File: config.mk
export PLATFORM = sky130hd
export DESIGN_NAME = pmg_mul
export DESIGN_NICKNAME = d
export VERILOG_FILES = /design/src/design/pmg_mul.sv
export SDC_FILE = /design/constraint.sdc
export NUM_CORES = 2
export LEC_CHECK = 0
export CORE_UTILIZATION = 40
export CTS_CLUSTER_SIZE = 24
export DETAILED_ROUTE_END_ITERATION = 16
export DONT_BUFFER_PORTS = 1
export GPL_ROUTABILITY_DRIVEN = 0
export PLACE_DENSITY_LB_ADDON = 0.05
export SLEW_MARGIN = 15
export SYNTH_ARGS = -nofsm -noshare
export SYNTH_HDL_FRONTEND = slang
export SYNTH_SLANG_ARGS = --single-unit
export TNS_END_PERCENT = 30
File: constraint.sdc
create_clock -name clk -period 20.6 [get_ports clk]
set_input_delay 0 -clock clk [delete_from_list [all_inputs] [get_ports clk]]
set_output_delay 0 -clock clk [all_outputs]
set_load 0.005 [all_outputs]
File: src/design/pmg_mul.sv
`timescale 1ns / 1ps
// Pipelined unsigned multiplier that consumes one slice of the second operand per stage.
module pmg_mul #(
    parameter int WA = 32,
    parameter int WB = 32,
    parameter int CW = 16,
    parameter int WT = 1
) (
    input  logic             clk,
    input  logic             rst_n,
    input  logic             vld,
    input  logic [WA-1:0]    a,
    input  logic [WB-1:0]    b,
    input  logic [WT-1:0]    tag,
    output logic             p_vld,
    output logic [WA+WB-1:0] p,
    output logic [WT-1:0]    p_tag
);

    localparam int NC  = (WB + CW - 1) / CW;
    localparam int WBP = NC * CW;
    localparam int WP  = WA + WB;

    logic [WA-1:0]  a_reg   [NC];
    logic [WBP-1:0] b_reg   [NC];
    logic [WP-1:0]  acc_reg [NC];
    logic [WT-1:0]  tag_reg [NC];
    logic [NC-1:0]  vld_reg;

    for (genvar j = 0; j < NC; j++)
    begin : g_stage
        logic [WA-1:0]    a_cur;
        logic [WBP-1:0]   b_cur;
        logic [WP-1:0]    acc_cur;
        logic [WT-1:0]    tag_cur;
        logic             vld_cur;
        logic [WA+CW-1:0] part;
        logic [WP-1:0]    acc_next;

        if (j == 0)
        begin : g_head
            assign a_cur   = a;
            assign b_cur   = WBP'(b);
            assign acc_cur = '0;
            assign tag_cur = tag;
            assign vld_cur = vld;
        end
        else
        begin : g_body
            assign a_cur   = a_reg[j-1];
            assign b_cur   = b_reg[j-1];
            assign acc_cur = acc_reg[j-1];
            assign tag_cur = tag_reg[j-1];
            assign vld_cur = vld_reg[j-1];
        end

        assign part     = a_cur * b_cur[j*CW +: CW];
        assign acc_next = acc_cur + (WP'(part) << (j * CW));

        always_ff @(posedge clk or negedge rst_n)
        begin
            if (!rst_n)
            begin
                vld_reg[j] <= 1'b0;
            end
            else
            begin
                vld_reg[j] <= vld_cur;
            end
        end

        always_ff @(posedge clk)
        begin
            a_reg[j]   <= a_cur;
            b_reg[j]   <= b_cur;
            acc_reg[j] <= acc_next;
            tag_reg[j] <= tag_cur;
        end
    end

    assign p_vld = vld_reg[NC-1];
    assign p     = acc_reg[NC-1];
    assign p_tag = tag_reg[NC-1];

endmodule

# Yosys cells after proc, flatten, opt, wreduce, memory -nomap -nowiden
# Memories as Yosys holds them, arrays and structs flattened.
# Cells that the tools add are included.
[totals]
ff_bits = 2
mem_bits_rw = 258
output_inout_bits = 66
mem_count = 4
[classes]
n_addsub = 1
multipliers = 2
[memory_table]
columns = ["memory", "depth", "width", "rd", "rd_ports_with_merged_regs", "wr", "line_no", "text"]
rows = [
  ["acc_reg", 2, 64, 2, 0, 2, "26", "logic [WP-1:0] acc_reg [NC];"],
  ["a_reg", 2, 32, 1, 0, 2, "24", "logic [WA-1:0] a_reg [NC];"],
  ["b_reg", 2, 32, 1, 0, 2, "25", "logic [WBP-1:0] b_reg [NC];"],
  ["tag_reg", 2, 1, 2, 0, 2, "27", "logic [WT-1:0] tag_reg [NC];"],
]
[ops]
columns = ["cell", "count"]
rows = [
  ["32-bit by 16-bit multiplier with 48-bit output", 2],
  ["64-bit adder", 1],
]

# Depth between registers and ports, before layout
# An unclocked memory read counts as a cell.
[depth]
word_depth = 3
ltp_mapped = 34

# Least setup slack after synthesis
# OpenSTA, ideal clock, no wires.
[synth_timing]
path_kind = "reg2reg"
startpoint = "memory a_reg[0][10]"
endpoint = "memory acc_reg[0][121] (netlist bit)"
setup_time_ns = 0.125
t_arrival_ns = 7.389
required_ns = 20.475
slack_ns = 13.086
path_stages_with_launch = 28
path_cell_list = "dfxtp_1 -> clkbuf_1 -> nand2_1 -> fa_1 -> fa_1 -> fa_1 -> fa_1 -> inv_1 -> fa_1 -> fa_1 -> ha_1 -> and3_1 -> o211a_1 -> a21oi_2 -> o21a_1 -> o21bai_1 -> a31oi_1 -> o21bai_1 -> xor2_1 -> ha_1 -> a21o_1 -> a21o_1 -> a221o_1 -> o21ai_0 -> o21ai_0 -> and3_1 -> and3_1 -> xor2_1"
[synth_rtl]
columns = ["item", "line_no"]
rows = [
  ["start, declared", "24"],
  ["end, declared", "26"],
]

==> qor.txt <==
Status -> finished, final reports clean
M3 GR Usage -> 3.25%
Worst rel slew slack -> 34.5%
Full die area -> 95,200 sq um
DR DRC count -> 0
Post CTS Setup Buffer Count -> 0
Final Hold Vio Count -> 0
Mapped Nets -> 5,398
Met2 Use GR -> 38.9%
Post_cts resized -> 0
DR WL/cell -> 20.6 um
Core Region -> 93,200 sq um
FFs w/ async S/R, synth -> 1.22%
Flop-to-flop setup slack -> 12,240 ps
Post-synth EDFFs -> 0
Worst-Skew Late Latency -> 500 ps
Finished Layout Cells -> 5,327
CP Capture Type -> flop
Commonest cells post-synth -> 875 x inv_1, 837 x fa_1, 807 x nand2_1, 314 x and2_1, 274 x ha_1
Met1 Usage GRT -> 34.6%
First-iteration detailed-routing DRC count -> 1,403
Global-route wire length before repair -> 174 mm
CP Class -> reg -> reg
Period Utilization, post-route -> 40.6%
CP Max Fanout -> 26
Final setup fails -> 0
Fin. max-slew vios -> 0
CP startpoint kind -> flop
Clock-pin transition on the worst setup and hold timing paths -> 90 ps
Fmax -> 120 MHz
Synthesized flop and latch total -> 164
Post-layout min period -> 8360 ps
Top FF cell, synth -> dfxtp_1
Final wirelength -> 110 mm
I/O pin count -> 134
Post-Synthesis Cells -> 4,219
TritonCTS clock tree -> done
Vias per cell -> 4.95
Seq/Total Area, Yosys -> 8.76%
Worst endpoint data arrival time -> 8730 ps
# rows -> 112
Layout Area Growth over Synthesis -> 4.39%
Largest net degree at the start of global routing -> 33
Util after Layout -> 42.1%
Unique masters post-synth -> 81
Mapped Avg Cell Area -> 8.91 sq um
Count leader, synth -> inv_1
Vias in the first global route -> 28,700
CTS H-tree depth -> 4
Port-buffer cells -> 0
Worst Hold Slack -> 49.0 ps
Largest register FFs -> 112
GRT busiest layer -> met2
Worst-Margin Slew -> 982 ps
Min-Delay Path Class -> in -> reg
Ranking of synthesized cells by area -> fa_1 45%, ha_1 9.1%, inv_1 8.7%, dfxtp_1 8.6%, nand2_1 8.1%
Total negative slack -> 0 ps
Initial antenna violation count -> 8
Mapped Area -> 37,600 sq um
Post-DP HPWL -> 86.3 mm
Nets -> 5,236
Post-DRT Antenna Nets -> 0
Top-area cell type share of the netlist area -> 44.6%
Clock Path Buffers -> 2
CTS Sinks -> 164
Area leader, netlist -> fa_1
Effective utilization at floorplan -> 40.3%
Share of cells above drive strength 1 -> 2.31%
TritonRoute pass-1 iters -> 6
CTS Hold Bufs -> 54
Synth warn -> 0
Global route overflow -> 0
Clk_skew -> 19.4 ps
CTS buffer count -> 17
RSZ-0062 raised after global routing -> no
Die X-Extent -> 309 um
Routed vias -> 26,400
Worst endpoint required time -> 20,970 ps
CTS root buf -> clkbuf_16
Overall routing resource usage -> 24.2%
Max Cap Violations -> 0
Placed Instances -> 5,238
Die height -> 309 um
## per-layer routing
metal | vias to the layer above | routed length, um
met2 | 510 | 50600
li1 | 12200 | -
met1 | 13600 | 52200
met4 | 0 | 2060
met5 | - | 0
met3 | 91 | 4720
## kinds of logic after synthesis
family	count (synthesis)	share of synthesized area, %
flops	164	8.76
fa+ha+maj	1111	53.7
xor+xnor	127	3.05
compound gates	373	6.37
mux	1	0.0266
buf+inv	1131	12.0
simple gates	1312	16.1
## placed cells by master (no fill, tap or decap), types with 8 or more instances in the layout
cell type	instances
and2_1	314
o21bai_1	14
nor2b_1	8
nand3_1	24
and3_1	19
inv_1	875
o21ai_0	68
xnor2_1	87
clkbuf_16	17
dlygate4sd3_1	54
xor2_1	37
nand2b_1	8
a21o_1	60
a211oi_1	12
dfxtp_1	161
buf_4	21
nor2_1	66
a31oi_1	17
nand4_1	24
fa_1	837
nand2_1	807
o21ai_1	9
a21oi_1	125
o21a_1	16
ha_1	274
## final timing paths
path                                     from                  to  depth (start not counted)
min in group asynchronous               rst_n               p_vld                          2
max in group asynchronous               rst_n  g_stage[1].vld_cur                          2
worst min-delay path                    b[28]        b_reg[0][28]                          1
worst max register to register   b_reg[0][19]     acc_reg[0][125]                         27
worst min register to register  acc_reg[0][3]      acc_reg[0][67]                          0
worst max-delay path             b_reg[0][19]     acc_reg[0][125]                         27
## stage by stage
stage | cell area (sq um) | setup slack [ps]
3_3_place_gp | 38100 | 12320
3_5_place_dp | 38100 | 12260
2_1_floorplan | 37600 | 13090
6_report | 39200 | 12240
4_1_cts | 39200 | 12210
5_1_grt | 39200 | 11730
## cell type report
type                       count  area (sq um)
timing repair buffer          75           698
sequential                   164          3290
antenna                        3          7.51
multi-input combinational   2924         29800
clock inverter                15           165
inverter                     875          3280
tap                         1254          1570
fill                        9417         53900
clock buffer                  17           425
## worst max-delay path: stages (launching register included)
cell and delay (ps):
dfxtp_1 440, buf_4 370, nand2_1 120, fa_1 480
fa_1 590, fa_1 460, fa_1 550, inv_1 50
fa_1 500, fa_1 420, ha_1 400, and3_1 230
o211a_1 170, a21oi_2 100, o21a_1 230, o21bai_1 250
a31oi_1 190, o21bai_1 260, xor2_1 290, ha_1 300
a21o_1 180, a21o_1 160, a221o_1 350, o21ai_0 380
o21ai_0 190, and3_1 240, and3_1 200, xor2_1 140
Power is left out: the tool's default activity adds up to more than one toggle a clock period on the data nets, which glitch-free logic cannot reach.
